[config.mk]
export PLATFORM = sky130hd
export DESIGN_NAME = fan_speed_regulator
export DESIGN_NICKNAME = d
export VERILOG_FILES = /design/src/rtl/fsr_pkg.sv /design/src/rtl/fsr_datapath.sv /design/src/rtl/fsr_ctrl.sv /design/src/rtl/fan_speed_regulator.sv
export SDC_FILE = /design/constraint.sdc
export NUM_CORES = 2
export LEC_CHECK = 0
export BUFFER_PORTS_ARGS = -buffer_cell sky130_fd_sc_hd__buf_4
export CORE_MARGIN = 8
export CORE_UTILIZATION = 55
export CTS_BUF_LIST = sky130_fd_sc_hd__clkbuf_4
export CTS_CLUSTER_SIZE = 16
export DETAILED_ROUTE_END_ITERATION = 10
export PLACE_DENSITY = 0.83
export SLEW_MARGIN = 5
export SYNTH_ARGS = -nofsm -noshare
export SYNTH_HDL_FRONTEND = slang
export SYNTH_SLANG_ARGS = --single-unit
[constraint.sdc]
create_clock -name i_clk -period 8.3 [get_ports i_clk]
set_input_delay 0.415 -clock i_clk [delete_from_list [all_inputs] [get_ports i_clk]]
set_output_delay 0.415 -clock i_clk [all_outputs]
set_load 0.01 [all_outputs]
[src/rtl/fsr_pkg.sv]
// Shared types and constants for the fan speed regulator.
// Holds field widths, register indexes, reset values, zone limits and the
// command and status structs that join the controller and the datapath.
package fsr_pkg;

    localparam int TEMP_W     = 12;
    localparam int DIST_W     = 13;
    localparam int GAIN_W     = 8;
    localparam int PERIOD_W   = 16;
    localparam int DELAY_W    = 17;
    localparam int DUTY_OUT_W = 12;
    localparam int CFG_IDX_W  = 3;
    localparam int CFG_DATA_W = 16;
    localparam int CNT_W      = 4;
    localparam int FRAC_W     = 8;
    localparam int STEP_W     = 13;

    localparam logic [CFG_IDX_W-1:0] CFG_TARGET_TEMP    = 3'd0;
    localparam logic [CFG_IDX_W-1:0] CFG_ATTACK_GAIN    = 3'd1;
    localparam logic [CFG_IDX_W-1:0] CFG_DECAY_GAIN     = 3'd2;
    localparam logic [CFG_IDX_W-1:0] CFG_DUTY_RANGE     = 3'd3;
    localparam logic [CFG_IDX_W-1:0] CFG_DUTY_FLOOR     = 3'd4;
    localparam logic [CFG_IDX_W-1:0] CFG_POLL_PERIOD_MS = 3'd5;

    localparam logic signed [TEMP_W-1:0] TARGET_RST = 12'sd800;
    localparam logic [GAIN_W-1:0]        ATTACK_RST = 8'd16;
    localparam logic [GAIN_W-1:0]        DECAY_RST  = 8'd8;
    localparam int                       RANGE_RST  = 400;
    localparam int                       FLOOR_RST  = 8;
    localparam logic [PERIOD_W-1:0]      PERIOD_RST = 16'd10000;

    localparam logic signed [DIST_W-1:0] DIST_ZERO   = 13'sd0;
    localparam logic signed [DIST_W-1:0] DIST_HOT    = 13'sd80;
    localparam logic signed [DIST_W-1:0] DIST_COLD   = -13'sd80;
    localparam logic signed [DIST_W-1:0] DIST_STOP   = -13'sd64;
    localparam logic signed [DIST_W-1:0] DIST_DBL_HI = 13'sd8;
    localparam logic signed [DIST_W-1:0] DIST_DBL_LO = -13'sd24;

    localparam logic [STEP_W-1:0] FRAC_0P7  = 13'd179;
    localparam logic [STEP_W-1:0] DISP_BIAS = 13'd16;

    typedef struct packed {
        logic load;
        logic diff;
        logic mul1;
        logic mul2;
        logic upd;
        logic fin;
    } t_cmd;

    typedef struct packed {
        logic out_room;
    } t_sts;

endpackage

[src/rtl/fsr_datapath.sv]
// Datapath of the fan speed regulator: configuration registers, loop state,
// one shared multiplier, the speed update and the output register.
// Depends on fsr_pkg; sequenced by fsr_ctrl through t_cmd.
module fsr_datapath import fsr_pkg::*; #(
    parameter int DUTY_BITS  = 12,
    parameter int STOP_COUNT = 10
) (
    input  logic                         i_clk,
    input  logic                         i_rst_n,
    input  t_cmd                         i_cmd,
    output t_sts                         o_sts,
    input  logic signed [TEMP_W-1:0]     i_temperature,
    input  logic                         i_cfg_wr_en,
    input  logic [CFG_IDX_W-1:0]         i_cfg_index,
    input  logic [CFG_DATA_W-1:0]        i_cfg_data,
    input  logic                         i_ready,
    output logic                         o_valid,
    output logic [DUTY_OUT_W-1:0]        o_duty,
    output logic                         o_kick,
    output logic [DELAY_W-1:0]           o_next_delay_ms,
    output logic                         o_fan_stopped
);

    localparam int MA  = DUTY_BITS + FRAC_W;
    localparam int MP  = MA + STEP_W;
    localparam int SPW = MP + 4;

    logic signed [TEMP_W-1:0]   r_target;
    logic [GAIN_W-1:0]          r_attack;
    logic [GAIN_W-1:0]          r_decay;
    logic [DUTY_BITS-1:0]       r_range;
    logic [DUTY_BITS-1:0]       r_floor;
    logic [PERIOD_W-1:0]        r_period;

    logic signed [TEMP_W-1:0]   r_temp;
    logic signed [TEMP_W-1:0]   r_prev;
    logic [MA-1:0]              r_speed;
    logic [CNT_W-1:0]           r_count;
    logic                       r_stopped;
    logic [DUTY_BITS-1:0]       r_last;
    logic                       r_first;

    logic signed [DIST_W-1:0]   r_dist;
    logic signed [DIST_W-1:0]   r_disp;
    logic [MP-1:0]              r_prod;
    logic [MA-1:0]              r_spc;
    logic                       r_neg;

    logic                       r_out_valid;
    logic [DUTY_OUT_W-1:0]      r_duty;
    logic                       r_kick;
    logic [DELAY_W-1:0]         r_delay;
    logic                       r_stop_out;

    logic signed [TEMP_W-1:0]   prev_eff;
    logic signed [DIST_W-1:0]   n_dist;
    logic signed [DIST_W-1:0]   n_disp;
    logic                       cool, warm, hot, cold, disp_neg, disp_pos, hot_up;
    logic [MA-1:0]              mul_a;
    logic [STEP_W-1:0]          mul_b;
    logic [MP-1:0]              mul_p;
    logic signed [SPW-1:0]      sp_cur, prod_s, sp_new, sp_clamp, range_sp;
    logic signed [SPW-1:0]      atk40, dec16, dec32, dec64;
    logic                       at_floor, stop_hold, go_stop;
    logic [CNT_W-1:0]           cnt_base, n_count;
    logic [MA-1:0]              floor_sp, sp_fin, n_speed;
    logic [DUTY_BITS-1:0]       n_value;
    logic                       n_stopped, n_kick;
    logic [DELAY_W-1:0]         period_x1, period_x2, period_half, n_delay;

    always_ff @(posedge i_clk) begin
        if (!i_rst_n) begin
            r_target <= TARGET_RST;
            r_attack <= ATTACK_RST;
            r_decay  <= DECAY_RST;
            r_range  <= DUTY_BITS'(RANGE_RST);
            r_floor  <= DUTY_BITS'(FLOOR_RST);
            r_period <= PERIOD_RST;
        end else if (i_cfg_wr_en) begin
            case (i_cfg_index)
                CFG_TARGET_TEMP:    r_target <= signed'(i_cfg_data[TEMP_W-1:0]);
                CFG_ATTACK_GAIN:    r_attack <= i_cfg_data[GAIN_W-1:0];
                CFG_DECAY_GAIN:     r_decay  <= i_cfg_data[GAIN_W-1:0];
                CFG_DUTY_RANGE:     r_range  <= i_cfg_data[DUTY_BITS-1:0];
                CFG_DUTY_FLOOR:     r_floor  <= i_cfg_data[DUTY_BITS-1:0];
                CFG_POLL_PERIOD_MS: r_period <= i_cfg_data[PERIOD_W-1:0];
                default: ;
            endcase
        end
    end

    always_comb begin
        prev_eff = r_first ? r_target : r_prev;
        n_dist   = DIST_W'(r_temp) - DIST_W'(r_target);
        n_disp   = DIST_W'(r_temp) - DIST_W'(prev_eff);

        cool     = r_dist < DIST_ZERO;
        warm     = r_dist > DIST_ZERO;
        hot      = r_dist > DIST_HOT;
        cold     = r_dist < DIST_COLD;
        disp_neg = r_disp[DIST_W-1];
        disp_pos = !disp_neg && (r_disp != DIST_ZERO);
        hot_up   = hot && !disp_neg;

        if (i_cmd.mul2) begin
            mul_a = r_prod[MA-1:0];
            mul_b = DISP_BIAS + $unsigned(r_disp);
        end else if (cold && disp_neg) begin
            mul_a = r_speed;
            mul_b = FRAC_0P7;
        end else if (hot_up) begin
            mul_a = MA'(r_floor);
            mul_b = STEP_W'(r_attack);
        end else begin
            mul_a = MA'(r_floor);
            mul_b = STEP_W'(r_decay);
        end
        mul_p = MP'(mul_a) * MP'(mul_b);
    end

    always_comb begin
        sp_cur   = signed'(SPW'(r_speed));
        prod_s   = signed'(SPW'(r_prod));
        range_sp = signed'(SPW'({r_range, {FRAC_W{1'b0}}}));
        atk40    = signed'(SPW'({r_attack, 5'b0}) + SPW'({r_attack, 3'b0}));
        dec16    = signed'(SPW'({r_decay, 4'b0}));
        dec32    = signed'(SPW'({r_decay, 5'b0}));
        dec64    = signed'(SPW'({r_decay, 6'b0}));
        floor_sp = {r_floor, {FRAC_W{1'b0}}};

        if (r_stopped && cool) begin
            sp_new = '0;
        end else if (r_stopped && warm) begin
            sp_new = signed'(SPW'(floor_sp));
        end else if (hot) begin
            sp_new = disp_neg ? sp_cur - (prod_s <<< 3) : sp_cur + (prod_s <<< 2);
        end else if (cold) begin
            sp_new = disp_neg ? (prod_s >>> FRAC_W) : sp_cur - (prod_s <<< 4);
        end else if (warm) begin
            if (disp_pos) begin
                sp_new = sp_cur + atk40;
            end else if (disp_neg) begin
                sp_new = sp_cur - dec16;
            end else begin
                sp_new = sp_cur;
            end
        end else if (cool) begin
            sp_new = disp_neg ? sp_cur - dec64 : sp_cur - dec32;
        end else begin
            sp_new = sp_cur;
        end
        sp_clamp = (sp_new > range_sp) ? range_sp : sp_new;
    end

    always_comb begin
        at_floor  = r_neg || (r_spc[MA-1:FRAC_W] <= r_floor);
        cnt_base  = (r_stopped && warm) ? '0 : r_count;
        if (!at_floor) begin
            n_count = '0;
        end else if (cnt_base == '1) begin
            n_count = cnt_base;
        end else begin
            n_count = cnt_base + CNT_W'(1);
        end
        sp_fin    = at_floor ? floor_sp : r_spc;
        stop_hold = n_count >= CNT_W'(STOP_COUNT);
        go_stop   = stop_hold && (r_dist < DIST_STOP);

        if (go_stop) begin
            n_value   = '0;
            n_speed   = '0;
            n_stopped = 1'b1;
            n_kick    = 1'b0;
        end else if (stop_hold) begin
            n_value   = r_last;
            n_speed   = sp_fin;
            n_stopped = r_stopped;
            n_kick    = 1'b0;
        end else begin
            n_value   = sp_fin[MA-1:FRAC_W];
            n_speed   = sp_fin;
            n_stopped = 1'b0;
            n_kick    = r_stopped;
        end

        period_x1   = DELAY_W'(r_period);
        period_x2   = {r_period, 1'b0};
        period_half = DELAY_W'(r_period[PERIOD_W-1:1]);
        if (r_stopped && cool) begin
            n_delay = period_x2;
        end else if (r_stopped && warm) begin
            n_delay = period_half;
        end else if ((r_dist < DIST_DBL_HI) && (r_dist > DIST_DBL_LO)) begin
            n_delay = period_x2;
        end else begin
            n_delay = period_x1;
        end
    end

    always_ff @(posedge i_clk) begin
        if (i_cmd.load) begin
            r_temp <= i_temperature;
        end
        if (i_cmd.diff) begin
            r_dist <= n_dist;
            r_disp <= n_disp;
        end
        if (i_cmd.mul1 || (i_cmd.mul2 && hot_up)) begin
            r_prod <= mul_p;
        end
        if (i_cmd.upd) begin
            r_spc <= sp_clamp[MA-1:0];
            r_neg <= sp_clamp[SPW-1];
        end
        if (i_cmd.fin) begin
            r_duty     <= DUTY_OUT_W'(n_value);
            r_kick     <= n_kick;
            r_delay    <= n_delay;
            r_stop_out <= n_stopped;
        end
    end

    always_ff @(posedge i_clk) begin
        if (!i_rst_n) begin
            r_prev      <= '0;
            r_speed     <= '0;
            r_count     <= '0;
            r_stopped   <= 1'b0;
            r_last      <= '0;
            r_first     <= 1'b1;
            r_out_valid <= 1'b0;
        end else begin
            if (i_cmd.diff) begin
                r_prev <= r_temp;
                if (r_first) begin
                    r_speed   <= floor_sp;
                    r_stopped <= 1'b0;
                    r_first   <= 1'b0;
                end
            end
            if (i_cmd.fin) begin
                r_speed   <= n_speed;
                r_count   <= n_count;
                r_stopped <= n_stopped;
                r_last    <= n_value;
            end
            if (i_cmd.fin) begin
                r_out_valid <= 1'b1;
            end else if (i_ready) begin
                r_out_valid <= 1'b0;
            end
        end
    end

    assign o_sts.out_room  = !r_out_valid || i_ready;
    assign o_valid         = r_out_valid;
    assign o_duty          = r_duty;
    assign o_kick          = r_kick;
    assign o_next_delay_ms = r_delay;
    assign o_fan_stopped   = r_stop_out;

endmodule

[src/rtl/fsr_ctrl.sv]
// Controller of the fan speed regulator: steps one sample through the
// datapath (difference, two multiplies, speed update, finish).
// Depends on fsr_pkg for the command and status structs.
module fsr_ctrl import fsr_pkg::*; (
    input  logic i_clk,
    input  logic i_rst_n,
    input  logic i_valid,
    output logic o_ready,
    input  t_sts i_sts,
    output t_cmd o_cmd
);

    localparam logic [2:0] ST_IDLE = 3'd0;
    localparam logic [2:0] ST_DIFF = 3'd1;
    localparam logic [2:0] ST_MUL1 = 3'd2;
    localparam logic [2:0] ST_MUL2 = 3'd3;
    localparam logic [2:0] ST_UPD  = 3'd4;
    localparam logic [2:0] ST_FIN  = 3'd5;

    logic [2:0] r_state;
    logic [2:0] n_state;

    always_comb begin
        n_state = r_state;
        case (r_state)
            ST_IDLE: if (i_valid) n_state = ST_DIFF;
            ST_DIFF: n_state = ST_MUL1;
            ST_MUL1: n_state = ST_MUL2;
            ST_MUL2: n_state = ST_UPD;
            ST_UPD:  n_state = ST_FIN;
            ST_FIN:  if (i_sts.out_room) n_state = ST_IDLE;
            default: n_state = ST_IDLE;
        endcase
    end

    always_ff @(posedge i_clk) begin
        if (!i_rst_n) begin
            r_state <= ST_IDLE;
        end else begin
            r_state <= n_state;
        end
    end

    assign o_ready    = (r_state == ST_IDLE);
    assign o_cmd.load = (r_state == ST_IDLE) && i_valid;
    assign o_cmd.diff = (r_state == ST_DIFF);
    assign o_cmd.mul1 = (r_state == ST_MUL1);
    assign o_cmd.mul2 = (r_state == ST_MUL2);
    assign o_cmd.upd  = (r_state == ST_UPD);
    assign o_cmd.fin  = (r_state == ST_FIN) && i_sts.out_room;

endmodule

[src/rtl/fan_speed_regulator.sv]
// Top level of the fan speed regulator.
// Instantiates fsr_ctrl and fsr_datapath; depends on fsr_pkg.
//
// Usage:
// The sample channel (i_valid, o_ready, i_temperature) takes one temperature
// beat per poll. The result channel (o_valid, i_ready) delivers one beat per
// sample with the duty, the restart kick, the next poll delay and whether the
// fan is now stopped. Registers are to be written by the user through i_cfg_wr_en,
// i_cfg_index and i_cfg_data only while no sample is in flight; the block itself
// does not enforce this. A new sample is accepted only once the previous one has
// reached its finish step; the controller steps each sample through a sequence
// around the single shared multiplier, which serves two steps.
// A result waits in the output register while the receiver stalls; the next
// sample is still accepted and runs up to its last step, which waits until
// the output register is free.
// Reset restores the register defaults, clears the loop state, marks the
// next sample as the first one and leaves no result pending.
module fan_speed_regulator import fsr_pkg::*; #(
    parameter int DUTY_BITS  = 12,
    parameter int STOP_COUNT = 10
) (
    input  logic                     i_clk,
    input  logic                     i_rst_n,
    input  logic                     i_valid,
    output logic                     o_ready,
    input  logic signed [TEMP_W-1:0] i_temperature,
    output logic                     o_valid,
    input  logic                     i_ready,
    output logic [DUTY_OUT_W-1:0]    o_duty,
    output logic                     o_kick,
    output logic [DELAY_W-1:0]       o_next_delay_ms,
    output logic                     o_fan_stopped,
    input  logic                     i_cfg_wr_en,
    input  logic [CFG_IDX_W-1:0]     i_cfg_index,
    input  logic [CFG_DATA_W-1:0]    i_cfg_data
);

    t_cmd cmd;
    t_sts sts;

    fsr_ctrl u_ctrl (
        .i_clk   (i_clk),
        .i_rst_n (i_rst_n),
        .i_valid (i_valid),
        .o_ready (o_ready),
        .i_sts   (sts),
        .o_cmd   (cmd)
    );

    fsr_datapath #(
        .DUTY_BITS  (DUTY_BITS),
        .STOP_COUNT (STOP_COUNT)
    ) u_datapath (
        .i_clk           (i_clk),
        .i_rst_n         (i_rst_n),
        .i_cmd           (cmd),
        .o_sts           (sts),
        .i_temperature   (i_temperature),
        .i_cfg_wr_en     (i_cfg_wr_en),
        .i_cfg_index     (i_cfg_index),
        .i_cfg_data      (i_cfg_data),
        .i_ready         (i_ready),
        .o_valid         (o_valid),
        .o_duty          (o_duty),
        .o_kick          (o_kick),
        .o_next_delay_ms (o_next_delay_ms),
        .o_fan_stopped   (o_fan_stopped)
    );

endmodule

==> impl_results.md <==
* Post-synth top area cell: fa_1
* Critical Path Source Type: flip-flop
* Vias in the first global route at 25475
* Register area share after synthesis at 22.65%
* RSZ-0062 raised after global routing: no
* GPL Wtd Cong at 1.041
* Flops & latches, synth at 245
* Worst reg2reg setup slack at 0.46 ns
* Area grow syn2layout at 9.580%
* Required time worst endpoint at 8.82 ns
* Clock Latency Late Sink at 0.79 ns
* Worst Tran Pin Value at 1.163 ns
* Via count at 25695
* IO Pins at 69
* Cell Rows at 81
* PD cells at 151.7 nW/um^2
* Endpoints failing hold at 0
* Period Utilization, post-route at 94.50%
* Crit path depth at 26
* Synth top area cells: fa_1, edfxtp_1, ha_1
* Initial DRC count at 3058
* Die area at 56610 sq um
* CTS buffer count at 69
* DRT Wirelength at 88.78 mm
* Clock Path Buffers at 3
* Sequential power share at 34.2%
* Fin Setup TNS at 0 ns
* Worst vdd ir at 88.69 uV
* Root Buffer: clkbuf_4
* Synth warn at 0
* Synth Instances at 3300
* Post-Route Skew at 0.08263 ns
* CTS clock-pin slew for the worst setup and hold paths at 0.06 ns
* Leading cell type by number of instances after synthesis: nand2_1
* Global-route wire length before repair at 138.7 mm
* Final ANT Viol Nets at 0
* NumNets Final at 3878
* Syn_nets at 3765
* Critical path buffer and inverter count at 4
* HP Class: primary input to flip-flop
* Number of flops mapped to enable cells by yosys at 123
* Share of cells above drive strength 1 at 8.773%
* Critical path class: flip-flop to flip-flop
* Die Span X at 237.9 microns
* H-Tree Depth at 3
* Fin cells at 4132
* Clock Power Share at 25.0%
* Core area at 48750 sq um
* Slowest cell on crit path: a22oi_1
* Pin count of the biggest net entering global routing at 114
* Cells after DPL at 3978
* Rel. slew slack at 22.46%
* Post-DR wirelength/cell at 21.49 microns
* Synthesized area at 27090 sq um
* Top cells by count, synth: nand2_1, inv_1, nor2_1, ha_1, fa_1
* Setup repair bufs after CTS at 0
* # DRC at 0
* Antenna violations before repair at 1
* Leak at 13.03 nW
* Combinational Power Share at 40.8%
* Crit-path leading delay family: compound AO/OA/AOI/OAI gates
* Sw frac at 41.60%
* Grt ovf at 0
* Max Freq at 0.1275 GHz
* Async S/R FF share, synth at 0%
* Net Sw Power at 1.874 mW
* Critical Path Max Stage Delay at 0.56 ns
* Hold path cells at 3
* IO Port Bufs at 68
* Top cell by count, worst path: fa_1
* First-pass DRT Iterations at 8
* Overall routing resource usage at 30.96%
* Synth top area share at 15.37%
* Vias per cell at 6.219
* Setup crit end kind: flip-flop
* Synth cell types at 90
* # setup viols final at 0
* CTS tree: yes
* Avg Cell Area, Syn at 8.208 sq um
* Initial Util at 55.57%
* Post-DP HPWL at 68.07 mm
* Crit Path Max Fanout at 14
* Tmin final at 7.844 ns
* Status: finished clean
* P_int at 2.630 mW
* # Max-Cap Violations at 0
* Die Y at 237.9 microns
* Clk sinks at 245
* Pins Over Slew Limit at 0
* Main flop type after synthesis: edfxtp_1
* Data arrival, critical path at 8.36 ns
* R2R depth at 26
stage by stage:
stage	util (%)	power (mW)	area [sq um]	hold slack, ns	worst slack (ns)
floorplan	-	2.756	27090	0.4300	0.7479
global placement	58.50	3.281	28520	0.4420	0.6966
detailed placement	58.50	3.310	28520	0.4480	0.5594
CTS	60.86	4.445	29670	0.04063	0.4541
global route	60.88	4.738	29680	0.05633	0.02043
finish	60.89	4.504	29680	0.08273	0.4565
metal layers:
metal | up-vias | GRT usage (%) | wire, microns
li1 | 11613 | - | -
met1 | 12040 | 37.86 | 32530
met2 | 1599 | 49.24 | 39370
met3 | 443 | 7.003 | 10620
met4 | 0 | 19.57 | 6268
met5 | - | 0 | 0
timing repair:
action,CTS,global route
setup endpoints to repair,0,2
hold endpoints to repair,78,0
hold buffers,28,0
resized for setup,0,1
state kept, by name, indices dropped and copies added (netlist names), 8 cells and up:
register and flops:
u_datapath.r_decay 8, u_datapath.r_prev 12, u_datapath.r_period 16, u_datapath.r_temp 12, u_datapath.o_duty 12, u_datapath.r_speed 20, u_datapath.r_dist 13, u_datapath.r_prod 33
u_datapath.r_floor 12, u_datapath.r_range 12, u_datapath.r_spc 20, u_datapath.r_target 12, u_datapath.r_disp 13, u_datapath.r_attack 8, u_datapath.r_last 12, u_datapath.o_next_delay_ms 17
worst paths after layout:
kind                           endpoint                  from
setup / recovery  u_datapath.r_prod[26]  u_datapath.r_dist[3]
hold / removal       u_datapath.o_valid               i_ready
hold reg to reg    u_datapath.r_last[9]  u_datapath.r_last[9]
setup reg to reg  u_datapath.r_prod[26]  u_datapath.r_dist[3]
cells in the final DEF, fill, tap and decap left out, types with 12 or more instances in the layout:
master / instances
o21ai_0: 117
nor2_1: 328
edfxtp_1: 123
dlygate4sd3_1: 28
ha_1: 221
fa_1: 208
inv_1: 399
dfxtp_1: 122
clkbuf_4: 99
and3_1: 34
a211oi_1: 29
o21a_1: 42
nand4_1: 22
xnor2_1: 85
o22ai_1: 36
buf_4: 139
a31oi_1: 23
a21boi_0: 88
clkinv_1: 12
or3_1: 27
and2_1: 13
nand2b_1: 35
o211ai_1: 31
a222oi_1: 14
nand3_1: 58
a21oi_1: 200
nor2b_1: 47
nand2_1: 433
nor4_1: 14
a21o_1: 55
xor2_1: 52
mux2i_1: 28
nor3_1: 71
o31ai_1: 17
logic make-up after synthesis:
| logic type | synth area share [%] |
|---|---|
| AO/OA/AOI/OAI | 19.62 |
| XOR/XNOR | 4.430 |
| adder cells (fa/ha/maj) | 25.58 |
| buffers and inverters | 7.344 |
| flip-flops | 22.65 |
| multiplexers | 1.700 |
| AND/OR/NAND/NOR | 18.68 |
final cells by class:
class / instances / area [sq um]
timing repair buffer: 167 / 1324
clock buffer: 99 / 743.2
clock inverter: 24 / 127.6
sequential: 245 / 6136
antenna: 3 / 7.507
multi-input combinational: 2530 / 19010
fill: 4127 / 19070
inverter: 400 / 1501
tap: 664 / 830.8
tightest hold or removal path, delay by kind of cell:
| family | cells | cell delay [ns] |
|---|---|---|
| AND/OR/NAND/NOR | 1 | 0.19 |
| AO/OA/AOI/OAI | 1 | 0.11 |
| buffers and inverters | 1 | 0.08 |
power groups by stage:
stage               Combinational (mW)  Clock (mW)  Sequential, mW
finish                            1.84        1.12            1.54
global route                      1.99        1.21            1.54
CTS                               1.78        1.14            1.53
floorplan                         1.30           0            1.46
detailed placement                1.76           0            1.55
global placement                  1.73           0            1.55
Power figures use the tool's default switching activity.
